`src/design/crd_pkg.sv`:
```
package crd_pkg;

	typedef enum logic [2:0] {
		PH_HEAD0     = 3'd0,
		PH_HEAD1     = 3'd1,
		PH_HEAD1_CLR = 3'd2,
		PH_ID_LO     = 3'd3,
		PH_ID_HI     = 3'd4,
		PH_SIZE      = 3'd5,
		PH_VALUE     = 3'd6,
		PH_TAIL      = 3'd7
	} phase_t;

	localparam int FLAG_W = 33;
	localparam int LIMIT_W = 48;
	localparam int VBUF_D = 7;

	localparam logic [15:0] ID_FAN      = 16'h0210;
	localparam logic [15:0] ID_ECO      = 16'h0212;
	localparam logic [15:0] ID_FREEZE   = 16'h0213;
	localparam logic [15:0] ID_MODES    = 16'h0214;
	localparam logic [15:0] ID_SWING    = 16'h0215;
	localparam logic [15:0] ID_TURBO    = 16'h021A;
	localparam logic [15:0] ID_ANION    = 16'h021E;
	localparam logic [15:0] ID_HUMIDITY = 16'h021F;
	localparam logic [15:0] ID_UNIT     = 16'h0222;
	localparam logic [15:0] ID_DISPLAY  = 16'h0224;
	localparam logic [15:0] ID_TEMPS    = 16'h0225;
	localparam logic [15:0] ID_IECO     = 16'h00E3;
	localparam logic [15:0] ID_SILENT   = 16'h00CD;
	localparam logic [15:0] ID_CLEAN    = 16'h0039;
	localparam logic [15:0] ID_BREEZE   = 16'h0042;
	localparam logic [15:0] ID_BRZLESS  = 16'h0018;
	localparam logic [15:0] ID_FLASH    = 16'h0067;
	localparam logic [15:0] ID_RATE     = 16'h0048;
	localparam logic [15:0] ID_CASCADE  = 16'h0059;
	localparam logic [15:0] ID_FRESH    = 16'h004B;

	typedef struct packed {
		logic [FLAG_W-1:0]  present;
		logic [FLAG_W-1:0]  value;
		logic [3:0]         ieco;
		logic               temps_known;
		logic [LIMIT_W-1:0] limits;
		logic               decimals;
	} cap_map_t;

	function automatic logic in_set(input logic [7:0] v, input logic [15:0] mask);
		return (v[7:4] == 4'd0) && mask[v[3:0]];
	endfunction

endpackage

```
`src/design/crd_merge.sv`:
```
module crd_merge import crd_pkg::*; (
	input  logic [15:0]          ident,
	input  logic [7:0]           length,
	input  logic [VBUF_D*8-1:0]  vbuf,
	input  cap_map_t             map_in,
	output cap_map_t             map_out
);

	logic [FLAG_W-1:0] put_m;
	logic [FLAG_W-1:0] put_v;
	logic [7:0]        v;
	logic [7:0]        e;

	assign v = vbuf[7:0];
	assign e = (length >= 8'd2) ? vbuf[15:8] : 8'd0;

	always_comb begin
		put_m = '0;
		put_v = '0;
		map_out = map_in;
		unique case (ident)
			ID_ANION: begin put_m[0] = 1'b1; put_v[0] = (v == 8'd1); end
			ID_ECO: begin put_m[1] = 1'b1; put_v[1] = in_set(v, 16'h0006); end
			ID_FREEZE: begin put_m[2] = 1'b1; put_v[2] = (v == 8'd1); end
			ID_UNIT: begin put_m[3] = 1'b1; put_v[3] = (v == 8'd0); end
			ID_MODES: begin
				put_m[9:4] = 6'h3F;
				put_v[4] = in_set(v, 16'h3ED6);
				put_v[5] = in_set(v, 16'hEBFB);
				put_v[6] = in_set(v, 16'hEA63);
				put_v[7] = in_set(v, 16'h6387);
				put_v[8] = (v == 8'd9);
				put_v[9] = in_set(v, 16'hEE00);
			end
			ID_SWING: begin
				put_m[11:10] = 2'b11;
				put_v[10] = in_set(v, 16'h000A);
				put_v[11] = in_set(v, 16'h0003);
			end
			ID_FAN: begin
				put_m[17:12] = 6'h3F;
				put_v[12] = in_set(v, 16'h0240);
				put_v[13] = in_set(v, 16'h02F8);
				put_v[14] = in_set(v, 16'h00E0);
				put_v[15] = in_set(v, 16'h02F8);
				put_v[16] = in_set(v, 16'h0270);
				put_v[17] = (v == 8'd1);
			end
			ID_HUMIDITY: begin
				put_m[19:18] = 2'b11;
				put_v[18] = in_set(v, 16'h0006);
				put_v[19] = in_set(v, 16'h000C);
			end
			ID_TURBO: begin
				put_m[21:20] = 2'b11;
				put_v[20] = in_set(v, 16'h000A);
				put_v[21] = in_set(v, 16'h0003);
			end
			ID_IECO: begin
				put_m[22] = 1'b1;
				put_v[22] = in_set(v, 16'h011A) || in_set(e, 16'h010E);
				map_out.ieco = (e == 8'd8) ? 4'd8 : (in_set(e, 16'h000E) ? 4'd3 : 4'd1);
			end
			ID_SILENT: begin put_m[23] = 1'b1; put_v[23] = in_set(v, 16'h000A); end
			ID_CLEAN: begin put_m[24] = 1'b1; put_v[24] = (v == 8'd1); end
			ID_BREEZE: begin put_m[25] = 1'b1; put_v[25] = (v == 8'd1); end
			ID_BRZLESS: begin put_m[26] = 1'b1; put_v[26] = (v == 8'd1); end
			ID_FLASH: begin put_m[27] = 1'b1; put_v[27] = in_set(v, 16'h001E); end
			ID_RATE: begin
				put_m[29:28] = 2'b11;
				put_v[28] = (v == 8'd1);
				put_v[29] = in_set(v, 16'h000C);
			end
			ID_CASCADE: begin put_m[30] = 1'b1; put_v[30] = (v == 8'd1); end
			ID_FRESH: begin put_m[31] = 1'b1; put_v[31] = (v == 8'd1); end
			ID_DISPLAY: begin
				put_m[32] = 1'b1;
				put_v[32] = (v == 8'd1) || (v == 8'd2) || (v == 8'd100);
			end
			ID_TEMPS: begin
				map_out.temps_known = 1'b1;
				map_out.limits = vbuf[LIMIT_W-1:0];
				map_out.decimals = (length > 8'd6) ? (vbuf[55:48] != 8'd0) : 1'b1;
			end
			default: begin
			end
		endcase
		map_out.present = map_in.present | put_m;
		map_out.value = (map_in.value & ~put_m) | (put_v & put_m);
	end

endmodule

```
`src/design/capability_record_decoder.sv`:
```
// Channel | Direction | Signals
// in      | sink      | in_valid, in_stall, payload_byte, last_byte, restart_map
// out     | source    | out_valid, out_stall, payload_ok .. more_pending
// Each byte passes through the input register; one byte can be accepted in every cycle unless the input is stalled.
// The input register feeds the parse step and the record merge, whose result
// lands in the output register when the byte marked last advances out of the input register.
// Reset clears the parse state and sets the map to its defaults.
// The input stalls only while a finished word waits in the output register
// and the output is itself stalled.
module capability_record_decoder import crd_pkg::*; (
	input  logic                clk,
	input  logic                arst_n,
	input  logic                in_valid,
	output logic                in_stall,
	input  logic [7:0]          payload_byte,
	input  logic                last_byte,
	input  logic                restart_map,
	output logic                out_valid,
	input  logic                out_stall,
	output logic                payload_ok,
	output logic [FLAG_W-1:0]   present_bits,
	output logic [FLAG_W-1:0]   value_bits,
	output logic [3:0]          ieco_levels,
	output logic                temps_known,
	output logic [LIMIT_W-1:0]  temp_limits,
	output logic                temp_decimals,
	output logic                more_pending
);

	logic                 vld_s1;
	logic [7:0]           byte_s1;
	logic                 last_s1;
	logic                 rst_s1;
	phase_t               phase_q;
	logic [7:0]           left_q;
	logic [15:0]          ident_q;
	logic [7:0]           len_q;
	logic [7:0]           vleft_q;
	logic [VBUF_D*8-1:0]  vbuf_q;
	logic [1:0]           tail_q;
	logic [7:0]           prev_q;
	cap_map_t             map_q;
	cap_map_t             map_clr;
	cap_map_t             map_dec;
	cap_map_t             map_nx;
	logic [VBUF_D*8-1:0]  vbuf_nx;
	logic [7:0]           idx;
	logic [7:0]           vleft_dec;
	logic                 ok;
	logic                 adv;
	logic                 fire;
	logic                 tail_nx_ge2;
	phase_t               phase_nx;

	assign adv = vld_s1 && !(last_s1 && out_valid && out_stall);
	assign in_stall = vld_s1 && !adv;
	assign fire = adv && last_s1;

	assign map_clr = '{present: '0, value: '0, ieco: 4'd1, temps_known: 1'b0,
		limits: '0, decimals: 1'b0};

	assign idx = len_q - vleft_q;
	assign vleft_dec = vleft_q - 8'd1;

	always_comb begin
		vbuf_nx = vbuf_q;
		for (int i = 0; i < VBUF_D; i++) begin
			if (idx == 8'(i)) vbuf_nx[i*8 +: 8] = byte_s1;
		end
	end

	crd_merge u_merge (
		.ident   (ident_q),
		.length  (len_q),
		.vbuf    (vbuf_nx),
		.map_in  (map_q),
		.map_out (map_dec)
	);

	always_comb begin
		phase_nx = phase_q;
		map_nx = map_q;
		ok = 1'b1;
		unique case (phase_q)
			PH_HEAD0: begin
				ok = 1'b0;
				phase_nx = rst_s1 ? PH_HEAD1_CLR : PH_HEAD1;
			end
			PH_HEAD1, PH_HEAD1_CLR: begin
				if (phase_q == PH_HEAD1_CLR) map_nx = map_clr;
				phase_nx = (byte_s1 == 8'd0) ? PH_TAIL : PH_ID_LO;
			end
			PH_ID_LO: phase_nx = PH_ID_HI;
			PH_ID_HI: phase_nx = PH_SIZE;
			PH_SIZE: begin
				if (byte_s1 == 8'd0)
					phase_nx = (left_q == 8'd1) ? PH_TAIL : PH_ID_LO;
				else
					phase_nx = PH_VALUE;
			end
			PH_VALUE: begin
				if (vleft_dec == 8'd0) begin
					if (ident_q == ID_TEMPS && len_q < 8'd6) begin
						phase_nx = PH_TAIL;
					end else begin
						map_nx = map_dec;
						phase_nx = (left_q == 8'd1) ? PH_TAIL : PH_ID_LO;
					end
				end
			end
			PH_TAIL: phase_nx = PH_TAIL;
			default: phase_nx = PH_HEAD0;
		endcase
	end

	// Whether the tail count as seen at the end of this byte has reached two, where it saturates.
	always_comb begin
		tail_nx_ge2 = 1'b0;
		if (phase_q >= PH_ID_LO && tail_q != 2'd0) tail_nx_ge2 = 1'b1;
		if (phase_nx != PH_TAIL || phase_q != PH_TAIL) begin
			if (phase_q < PH_ID_LO) tail_nx_ge2 = 1'b0;
			else if (phase_nx != phase_q && phase_nx == PH_TAIL
				&& !(phase_q == PH_VALUE && ident_q == ID_TEMPS && len_q < 8'd6))
				tail_nx_ge2 = 1'b0;
			else if (phase_nx == PH_ID_LO) tail_nx_ge2 = 1'b0;
		end
	end

	always_ff @(posedge clk or negedge arst_n) begin
		if (!arst_n) begin
			vld_s1 <= 1'b0;
		end else if (!in_stall) begin
			vld_s1 <= in_valid;
		end
	end

	always_ff @(posedge clk) begin
		if (!in_stall && in_valid) begin
			byte_s1 <= payload_byte;
			last_s1 <= last_byte;
			rst_s1 <= restart_map;
		end
	end

	always_ff @(posedge clk or negedge arst_n) begin
		if (!arst_n) begin
			phase_q <= PH_HEAD0;
			left_q <= '0;
			ident_q <= '0;
			len_q <= '0;
			vleft_q <= '0;
			vbuf_q <= '0;
			tail_q <= '0;
			prev_q <= '0;
			map_q <= map_clr;
			out_valid <= 1'b0;
			payload_ok <= 1'b0;
			present_bits <= '0;
			value_bits <= '0;
			ieco_levels <= 4'd1;
			temps_known <= 1'b0;
			temp_limits <= '0;
			temp_decimals <= 1'b0;
			more_pending <= 1'b0;
		end else begin
			if (out_valid && !out_stall && !fire) out_valid <= 1'b0;
			if (adv) begin
				prev_q <= byte_s1;
				map_q <= map_nx;
				unique case (phase_q)
					PH_HEAD1, PH_HEAD1_CLR: left_q <= byte_s1;
					PH_ID_LO: ident_q <= {8'd0, byte_s1};
					PH_ID_HI: ident_q <= {byte_s1, ident_q[7:0]};
					PH_SIZE: begin
						len_q <= byte_s1;
						vleft_q <= byte_s1;
						if (byte_s1 == 8'd0) left_q <= left_q - 8'd1;
					end
					PH_VALUE: begin
						vbuf_q <= vbuf_nx;
						vleft_q <= vleft_dec;
						if (vleft_dec == 8'd0 && !(ident_q == ID_TEMPS && len_q < 8'd6))
							left_q <= left_q - 8'd1;
					end
					default: begin
					end
				endcase
				if (phase_q < PH_ID_LO || (phase_nx != phase_q
					&& (phase_nx == PH_ID_LO || (phase_nx == PH_TAIL
					&& !(phase_q == PH_VALUE && ident_q == ID_TEMPS && len_q < 8'd6)))))
					tail_q <= 2'd0;
				else if (tail_q != 2'd2)
					tail_q <= tail_q + 2'd1;
				if (last_s1) begin
					phase_q <= PH_HEAD0;
					left_q <= '0;
					vleft_q <= '0;
					tail_q <= '0;
					out_valid <= 1'b1;
					payload_ok <= ok;
					present_bits <= map_nx.present;
					value_bits <= map_nx.value & map_nx.present;
					ieco_levels <= map_nx.ieco;
					temps_known <= map_nx.temps_known;
					temp_limits <= map_nx.limits;
					temp_decimals <= map_nx.decimals;
					more_pending <= ok && phase_nx >= PH_ID_LO && tail_nx_ge2
						&& prev_q != 8'd0;
				end else begin
					phase_q <= phase_nx;
				end
			end
		end
	end

	a_hold: assert property (@(posedge clk) disable iff (!arst_n)
		out_valid && out_stall |=> out_valid && $stable(present_bits))
		else $error("result word changed while stalled");
	a_ieco: assert property (@(posedge clk) disable iff (!arst_n)
		out_valid |-> ieco_levels == 4'd1 || ieco_levels == 4'd3 || ieco_levels == 4'd8)
		else $error("bad ieco level count");
	a_vals: assert property (@(posedge clk) disable iff (!arst_n)
		out_valid |-> (value_bits & ~present_bits) == '0)
		else $error("value bit without present bit");
	a_short: assert property (@(posedge clk) disable iff (!arst_n)
		out_valid && !payload_ok |-> !more_pending)
		else $error("more pending on a short payload");

endmodule
```
`config.mk`:
```
export PLATFORM = sky130hd
export DESIGN_NAME = capability_record_decoder
export DESIGN_NICKNAME = d
export VERILOG_FILES = /design/src/design/crd_pkg.sv /design/src/design/crd_merge.sv /design/src/design/capability_record_decoder.sv
export SDC_FILE = /design/constraint.sdc
export NUM_CORES = 1
export LEC_CHECK = 0
export ABC_AREA = 0
export BUFFER_PORTS_ARGS = -buffer_cell sky130_fd_sc_hd__buf_2
export CAP_MARGIN = 15
export CORE_ASPECT_RATIO = 1.2
export CORE_MARGIN = 2
export CORE_UTILIZATION = 60
export CTS_CLUSTER_SIZE = 30
export DETAILED_ROUTE_END_ITERATION = 16
export HOLD_SLACK_MARGIN = 0.08
export PLACE_DENSITY = 0.76
export SLEW_MARGIN = 20
export SYNTH_ARGS = -nofsm -noshare
export SYNTH_HDL_FRONTEND = slang
export SYNTH_SLANG_ARGS = --single-unit
```
`constraint.sdc`:
```
create_clock -name clk -period 9.43 [get_ports clk]
set_input_delay 1.4145 -clock clk [delete_from_list [all_inputs] [get_ports clk]]
set_output_delay 1.4145 -clock clk [all_outputs]
set_load 0.02 [all_outputs]
```
==> results of run 1 <==
[cell families (layout without fill, tap and decap cells)]
logic type / after synthesis / count (layout) / synth area share
AOI/OAI and AO/OA: 500 / 500 / 0.1728
xor gates and xnor gates: 6 / 6 / 0.003002
DFF: 363 / 363 / 0.5219
and+or+nand+nor: 696 / 696 / 0.1813
buffers and inverters: 149 / 266 / 0.03338
muxes: 114 / 114 / 0.07134
adders and majority gates: 22 / 22 / 0.01615
[power by group through the flow]
stage / Sequential (uW) / Clock (uW) / Combinational (uW)
floorplan: 1770 / 0 / 784
global placement: 1790 / 0 / 1030
detailed placement: 1800 / 0 / 1050
CTS: 1770 / 1520 / 1060
global route: 1790 / 1590 / 1180
finish: 1780 / 1510 / 1080
[per-layer routing]
layer,GRT usage,part of all wire
met5,0,0
met2,0.5048,0.47
met3,0.03645,0.068
met4,0.1452,0.045
met1,0.4261,0.42
[metrics by stage]
stage            util  cells  power [uW]  cell area [um2]
6_report       0.6857   2352        4368            19720
5_1_grt        0.6857   2352        4554            19720
4_1_cts        0.6856   2352        4355            19720
3_5_place_dp   0.6417   2285        2855            18450
3_3_place_gp   0.6417   2285        2824            18450
2_1_floorplan       -   1850        2552            17500
[state kept, by name, summed over array words and instances (netlist names), 2 cells and up]
register,cells
ieco_levels,4
left_q,8
present_bits,33
map_q,120
vbuf_q,56
tail_q,2
vleft_q,8
phase_q,3
len_q,8
value_bits,33
ident_q,16
prev_q,8
temp_limits,48
byte_s1,8
[worst reg2reg max path, cell delays in order, from the launching register on]
cell and delay (ns):
sky130_fd_sc_hd__dfrtp_1 0.43, sky130_fd_sc_hd__inv_1 0.10, sky130_fd_sc_hd__ha_1 0.39, sky130_fd_sc_hd__a21oi_2 0.19, sky130_fd_sc_hd__nand2_1 0.08, sky130_fd_sc_hd__or2_1 0.24
sky130_fd_sc_hd__a2111oi_4 0.49, sky130_fd_sc_hd__nand4_4 0.53, sky130_fd_sc_hd__mux2i_1 0.67, sky130_fd_sc_hd__inv_1 0.18, sky130_fd_sc_hd__ha_1 0.31, sky130_fd_sc_hd__nand3_1 0.12
sky130_fd_sc_hd__mux2_2 0.17, sky130_fd_sc_hd__o31a_1 0.26, sky130_fd_sc_hd__o21ai_1 0.13, sky130_fd_sc_hd__and3_1 0.18, sky130_fd_sc_hd__a221o_1 0.25
[final timing paths]
kind                             startpoint               end  slack [ns]  cells past startpoint
min in group asynchronous            arst_n         map_q[14]        0.97                      1
hold / removal             present_bits[13]  present_bits[13]        0.46                      2
setup / recovery                 vleft_q[2]    value_bits[15]        4.59                     16
max in group asynchronous            arst_n    ieco_levels[3]        6.85                      2
hold reg to reg            present_bits[13]  present_bits[13]        0.46                      2
setup reg to reg                 vleft_q[2]    value_bits[15]        4.59                     16
[synthesized netlist by cell type, drive strengths merged (7+ instances only)]
| master | instances | area (um2) |
|---|---|---|
| a31oi | 16 | 100.1 |
| mux2 | 63 | 709.4 |
| dfrtp | 351 | 8783 |
| or3 | 18 | 120.1 |
| a22o | 43 | 376.6 |
| o31ai | 12 | 90.09 |
| and2 | 7 | 43.79 |
| nand2 | 291 | 1092 |
| nor4 | 15 | 127.6 |
| nor2 | 202 | 763.2 |
| o21ai | 199 | 996.0 |
| mux2i | 51 | 539.3 |
| nor2b | 14 | 87.58 |
| a22oi | 9 | 67.56 |
| ha | 21 | 262.8 |
| nand2b | 12 | 75.07 |
| a211oi | 7 | 57.55 |
| nand4 | 20 | 155.2 |
| nor3 | 39 | 200.2 |
| buf | 13 | 73.81 |
| a21oi | 136 | 684.4 |
| inv | 33 | 123.9 |
| nand3 | 39 | 195.2 |
| or4 | 9 | 75.07 |
| and3 | 7 | 43.79 |
| a21o | 12 | 90.09 |
| o311ai | 7 | 61.31 |
| o21a | 7 | 52.55 |
| clkbuf | 103 | 386.6 |
| edfxtp | 10 | 300.3 |
| o22ai | 12 | 75.07 |
[layout make-up]
cell class | count | share of cell area
clock buffers | 55 | 0.05768
clock inverters | 12 | 0.006345
inverters | 33 | 0.006282
well taps | 385 | 0.02443
flip-flops and latches | 363 | 0.4633
multi-input cells | 1338 | 0.3954
repair buffers | 166 | 0.04651
==> summary.md, run 1 <==
| Metric | Value |
|---|---|
| Run status | `finished clean` |
| I/O Buffers | `about 140` |
| Biggest fanout along the worst timing path | `28` |
| Final weighted congestion in routability-driven placement | `slightly below 1` |
| Switching fraction of total power | `0.3362` |
| Max-slew violation total from the final report | `0` |
| Vias in the first global route | `about 14000` |
| Element type at the critical path end | `flip-flop` |
| Commonest cells after routing, fill and taps aside | `351 x sky130_fd_sc_hd__dfrtp_1, 290 x sky130_fd_sc_hd__nand2_1, 199 x sky130_fd_sc_hd__nor2_1` |
| Crit path max-delay cell type | `sky130_fd_sc_hd__mux2i_1` |
| CTS tree | `yes` |
| Post-synth design cell area | `17500 um2` |
| Setup repair after global routing missed its margin | `false` |
| Number of max-capacitance violations reported | `0` |
| Worst-Margin Slew | `just under 1 ns` |
| Half-perimeter wire length after detailed placement | `31270 um` |
| Initial Util | `0.6087` |
| Final antenna-violating net count | `0` |
| Number of antenna violations at the first check in global routing | `0` |
| EDFF count, synth | `10` |
| Post-Synthesis Mean Instance Area | `9.462 um2` |
| Data arrival time of the critical path | `~5.3 ns` |
| Total nets after synthesis | `~1900` |
| Worst hold slack across all endpoints | `roughly 0.46 ns` |
| Synth cell types | `between 80 and 90` |
| Pin count of the biggest net entering global routing | `approximately 130` |
| Clock tree root driver cell | `sky130_fd_sc_hd__clkbuf_16` |
| Number of buffers and inverters on the critical path | `2` |
| Skew-Pair Late Insertion Delay | `between 0.5 and 0.6 ns` |
| Internal cell power | `a little under 3000 uW` |
| Area of the core | `~29000 um2` |
| Residual overflow from global routing | `0` |
| Resized Gates After CTS | `0` |
| Number of sinks handled by clock tree synthesis | `about 360` |
| Per-cell via count in the routed design | `between 6 and 7` |
| Final hold viol count | `0` |
| Gate family responsible for the most delay along the worst path | `compound AO/OA/AOI/OAI gates` |
| Top achievable clock speed | `between 0.2 and 0.25 GHz` |
| Path type of the worst setup path | `flip-flop to flip-flop` |
| IR drop worst, VDD | `roughly 140 uV` |
| Yosys warnings | `0` |
| Final Worst Setup Slack | `around 4.6 ns` |
| Predominant post-synthesis flop cell | `sky130_fd_sc_hd__dfrtp_1` |
| Minimum clock period after layout | `slightly below 5 ns` |
| Multi-input gate area in the final layout | `7797 um2` |
| Syn Inst Count | `between 1500 and 2000` |
| Leakage component of the power | `roughly 0.0094 uW` |
| Die W | `about 160 um` |
| Leading cell type in the layout, fill and taps excluded | `sky130_fd_sc_hd__dfrtp_1` |
| Relative slew slack | `0.3390` |
| Iteration-0 DRC Markers | `1662` |
| Height of the chip | `191.1 um` |
| Delay of the slowest critical-path stage | `0.65 ns` |
| Setup Slack @ Placement | `4.668 ns` |
| Number of storage elements in the synthesis netlist | `363` |
| Std cell rows | `68` |
| Final nets | `between 1500 and 2000` |
| Clock Tree Buf Depth | `3` |
| Area growth from synthesis to layout | `12.65%` |
| Layout cells sized above 1 | `0.1637` |
| Part of the Yosys area used for sequential elements | `0.5219` |
| Max Clock Skew | `approximately 0.015 ns` |
| Level count of the clock H-tree | `2` |
| Die area | `between 30000 and 40000 um2` |
| Worst-path cell chain | `inv_1 -> ha_1 -> a21oi_2 -> nand2_1 -> or2_1 -> a2111oi_4 -> nand4_4 -> mux2i_1 -> inv_1 -> ha_1 -> nand3_1 -> mux2_2 -> o31a_1 -> o21ai_1 -> and3_1 -> a221o_1` |
| Post-CTS Setup Repair Bufs | `0` |
| Sum of negative setup slack | `0 ns` |
| N_diodes | `0` |
| Wire length reported by the detailed router | `between 40000 and 50000 um` |
| Required time of the worst setup path | `9.84 ns` |
| Pwr/cell area | `about 220 nW/um2` |
| Hold-fix buffers, CTS | `0` |
| Net switching power of the design | `between 1000 and 1500 uW` |
| Worst hold-check path type | `flip-flop to flip-flop` |
| Wire length per cell | `20.15 um` |
| DR vias | `14680` |
| Element type at the critical path start | `flip-flop` |
| Drc violations | `0` |
| Clock share of power | `0.346` |
| Clock transition at the register clock pins on the worst setup and hold paths after CTS | `around 0.06 ns` |
| Combined flip-flop and latch cell area | `9136 um2` |
| Proportion of power drawn by flip-flops and latches | `0.407` |
| Global-route wire length before repair | `approximately 76000 um` |
| Final critical-path share of the clock period | `0.5132` |
| Cts bufs inserted | `38` |
| Total track usage | `0.3119` |
| Logic pwr share | `0.247` |
| FILL cells | `2239` |
| Total of endpoints with negative setup slack in the final report | `0` |
| Proportion of register bits with asynchronous set or reset after synthesis | `0.9725` |
| Count of pins on the block boundary | `between 100 and 150` |
| Pre-antenna DRT Iters | `6` |
No activity file was read; power rests on OpenSTA's default activity.
==> run 2, diff against run 1 <==
==> constraint.sdc (replaced) <==
create_clock -name clk -period 4.7 [get_ports clk]
set_input_delay 0.705 -clock clk [delete_from_list [all_inputs] [get_ports clk]]
set_output_delay 0.705 -clock clk [all_outputs]
set_load 0.02 [all_outputs]
==> run 2 against run 1 <==
Global-route usage up 1.6 points. Sequential power grew 100%. Via count increased by 0.53%. Clock power grew 120%. Final cell count grew 0.81%. Non-clock buffer count up 18. Sequential share of layout area decreased by 0.68 points. Count of clock-buffer cells in the layout is 1 lower. Hold slack got worse by 0.35 ns. Worst setup slack worse by 4.0 ns. Die area did not move. Maximum frequency increased by 18%.
==> summary.md, run 2 (synthesized netlist as in run 1, its figures left out) <==
| Metric | Value |
|---|---|
| Resized Gates After CTS | `0 (unchanged)` |
| Worst R2R Path Depth | `13 (was 16)` |
| Vias in the first global route | `14170 (was 14200)` |
| Element type at the critical path end | `flip-flop (unchanged)` |
| Net switching power of the design | `2996 uW (was 1468 uW)` |
| Reg-to-reg setup timing slack | `0.59 ns (was 4.59 ns)` |
| Path type of the worst setup path | `flip-flop to flip-flop (unchanged)` |
| Number of antenna violations at the first check in global routing | `0 (unchanged)` |
| Pre-antenna DRT Iters | `7 (was 6)` |
| Clock transition at the register clock pins on the worst setup and hold paths after CTS | `0.07 ns (was 0.06 ns)` |
| Placement-stage cell area | `18640 um2 (was 18450 um2)` |
| Final antenna-violating net count | `0 (unchanged)` |
| Number of max-capacitance violations reported | `0 (unchanged)` |
| Run status | `finished clean (unchanged)` |
| Pwr/cell area | `453.2 nW/um2 (was 221.5 nW/um2)` |
| Worst-Margin Slew | `1.044 ns (was 0.9914 ns)` |
| Area of the core | `28760 um2 (unchanged)` |
| Worst hold-check path type | `input port to asynchronous set/reset pin (was flip-flop to flip-flop)` |
| Data arrival time of the critical path | `4.56 ns (was 5.25 ns)` |
| Combined flip-flop and latch cell area | `9136 um2 (unchanged)` |
| Element type at the critical path start | `flip-flop (unchanged)` |
| Clock Tree Buf Depth | `3 (unchanged)` |
| Final critical-path share of the clock period | `0.8750 (was 0.5132)` |
| Std cell rows | `68 (unchanged)` |
| Registers with the most flip-flops | `map_q x120, vbuf_q x56, temp_limits x48 (unchanged)` |
| Total track usage | `0.3278 (was 0.3119)` |
| Multi-input gate area in the final layout | `7797 um2 (unchanged)` |
| FILL cells | `2250 (was 2239)` |
| Biggest fanout along the worst timing path | `10 (was 28)` |
| Clock tree root driver cell | `sky130_fd_sc_hd__clkbuf_16 (unchanged)` |
| Setup repair after global routing missed its margin | `false (unchanged)` |
| Flip-flop count of the largest register, all copies and words added | `120 (unchanged)` |
| Area growth from synthesis to layout | `14.32% (was 12.65%)` |
| Height of the chip | `191.1 um (unchanged)` |
| Sum of negative setup slack | `0 ns (unchanged)` |
| Total of endpoints with negative setup slack in the final report | `0 (unchanged)` |
| Hold-fix buffers, CTS | `0 (unchanged)` |
| Top achievable clock speed | `0.2432 GHz (was 0.2066 GHz)` |
| Leakage component of the power | `0.009604 uW (was 0.009439 uW)` |
| N_diodes | `0 (unchanged)` |
| Wire length reported by the detailed router | `49860 um (was 47380 um)` |
| Level count of the clock H-tree | `2 (unchanged)` |
| Clock share of power | `0.363 (was 0.346)` |
| Drc violations | `0 (unchanged)` |
| Logic pwr share | `0.243 (was 0.247)` |
| Iteration-0 DRC Markers | `1493 (was 1662)` |
| Per-cell via count in the routed design | `6.224 (was 6.241)` |
| Global-route wire length before repair | `79190 um (was 76330 um)` |
| Share of the core filled with cells | `0.6959 (was 0.6857)` |
| Max-slew violation total from the final report | `0 (unchanged)` |
| DR vias | `14760 (was 14680)` |
| Half-perimeter wire length after detailed placement | `33860 um (was 31270 um)` |
| I/O Buffers | `137 (unchanged)` |
| Cts bufs inserted | `37 (was 38)` |
| Worst hold slack across all endpoints | `0.1175 ns (was 0.4640 ns)` |
| Wire length per cell | `21.03 um (was 20.15 um)` |
| Die area | `30560 um2 (unchanged)` |
| Reg2Reg Capture Point | `value_bits[2] (was value_bits[15])` |
| Leading cell type in the layout, fill and taps excluded | `sky130_fd_sc_hd__dfrtp_1 (unchanged)` |
| Count of pins on the block boundary | `138 (unchanged)` |
| Commonest cells after routing, fill and taps aside | `351 x sky130_fd_sc_hd__dfrtp_1, 290 x sky130_fd_sc_hd__nand2_1, 199 x sky130_fd_sc_hd__nor2_1 (unchanged)` |
| Switching fraction of total power | `0.3304 (was 0.3362)` |
| Final weighted congestion in routability-driven placement | `0.9512 (was 0.9764)` |
| Max Clock Skew | `0.01939 ns (was 0.01460 ns)` |
| Final nets | `1993 (was 1976)` |
| Pin count of the biggest net entering global routing | `98 (was 125)` |
| Layout cells sized above 1 | `0.1727 (was 0.1637)` |
| Post-route cell area | `20010 um2 (was 19720 um2)` |
| CTS tree | `yes (unchanged)` |
| Required time of the worst setup path | `5.15 ns (was 9.84 ns)` |
| Internal cell power | `6073 uW (was 2900 uW)` |
| Proportion of power drawn by flip-flops and latches | `0.394 (was 0.407)` |
| Post-CTS Setup Repair Bufs | `0 (unchanged)` |
| Number of sinks handled by clock tree synthesis | `363 (unchanged)` |
| Final hold viol count | `0 (unchanged)` |
| Beginning of the worst register-to-register path | `vleft_q[2] (unchanged)` |
| Skew-Pair Late Insertion Delay | `0.54 ns (was 0.52 ns)` |
| Largest register by flop count | `map_q (unchanged)` |
| Die W | `159.9 um (unchanged)` |
| Relative slew slack | `0.3038 (was 0.3390)` |
| IR drop worst, VDD | `464.1 uV (was 138.4 uV)` |
| Initial Util | `0.6087 (unchanged)` |
| Minimum clock period after layout | `4.113 ns (was 4.840 ns)` |
| Residual overflow from global routing | `0 (unchanged)` |
[run 2: changes by cell type in the layout (fill, tap and decap cells not counted), moves of 2 or more]
cell,change
sky130_fd_sc_hd__bufinv_16,+4
sky130_fd_sc_hd__clkinvlp_4,-2
sky130_fd_sc_hd__clkbuf_1,-2
sky130_fd_sc_hd__buf_12,+4
sky130_fd_sc_hd__buf_4,+15
[run 2: final cells by class]
| class | instances | area share |
|---|---|---|
| Clock buffer | 54 | 0.05715 |
| Inverter | 33 | 0.006190 |
| Timing Repair Buffer | 184 | 0.05490 |
| Sequential cell | 363 | 0.4565 |
| Tap cell | 385 | 0.02407 |
| Clock inverter | 14 | 0.01150 |
| Multi-Input combinational cell | 1338 | 0.3896 |
[run 2: worst max path at each step]
stage,from,endpoint,slack [ns],cells past startpoint
2_1_floorplan,vleft_q[2],value_bits[15],0.47,19
3_3_place_gp,vleft_q[3],map_q[67],0.80,14
3_5_place_dp,vleft_q[2],map_q[67],0.63,14
4_1_cts,vleft_q[2],map_q[69],0.62,14
5_1_grt,vleft_q[2],value_bits[15],0.29,15
6_report,vleft_q[2],value_bits[2],0.59,13
[run 2: layer usage]
| metal | share of wire | track usage | vias up |
|---|---|---|---|
| met2 | 0.48 | 0.5536 | 584 |
| met5 | 0 | 0 | - |
| met4 | 0.037 | 0.1199 | 0 |
| li1 | - | - | 6775 |
| met1 | 0.42 | 0.4381 | 7273 |
| met3 | 0.060 | 0.04318 | 126 |
[run 2: power by group through the flow]
stage          Clock (uW)  Sequential [uW]  Combinational (uW)
4_1_cts              3330             3560                2190
6_report             3290             3570                2210
2_1_floorplan           0             3550                1570
3_3_place_gp            0             3610                2150
5_1_grt              3430             3600                2420
3_5_place_dp            0             3620                2180
[run 2: through the flow]
stage	total power (uW)	cells	setup WS (ns)
4_1_cts	9073	2371	0.6208
2_1_floorplan	5120	1850	0.4690
6_report	9069	2371	0.5874
3_5_place_dp	5794	2303	0.6270
5_1_grt	9447	2371	0.2928
3_3_place_gp	5756	2303	0.8000
[run 2: critical path, cell delays in order, from the launching register on]
cell and delay (ns):
sky130_fd_sc_hd__dfrtp_1 0.43, sky130_fd_sc_hd__inv_1 0.10, sky130_fd_sc_hd__ha_1 0.42, sky130_fd_sc_hd__nand3_1 0.15, sky130_fd_sc_hd__a2111oi_0 0.42, sky130_fd_sc_hd__nor3b_1 0.11
sky130_fd_sc_hd__a211oi_2 0.35, sky130_fd_sc_hd__nand4_4 0.20, sky130_fd_sc_hd__mux2i_4 0.33, sky130_fd_sc_hd__ha_1 0.34, sky130_fd_sc_hd__nand2_1 0.34, sky130_fd_sc_hd__nor2_1 0.43
sky130_fd_sc_hd__a21boi_0 0.16, sky130_fd_sc_hd__o31ai_1 0.22
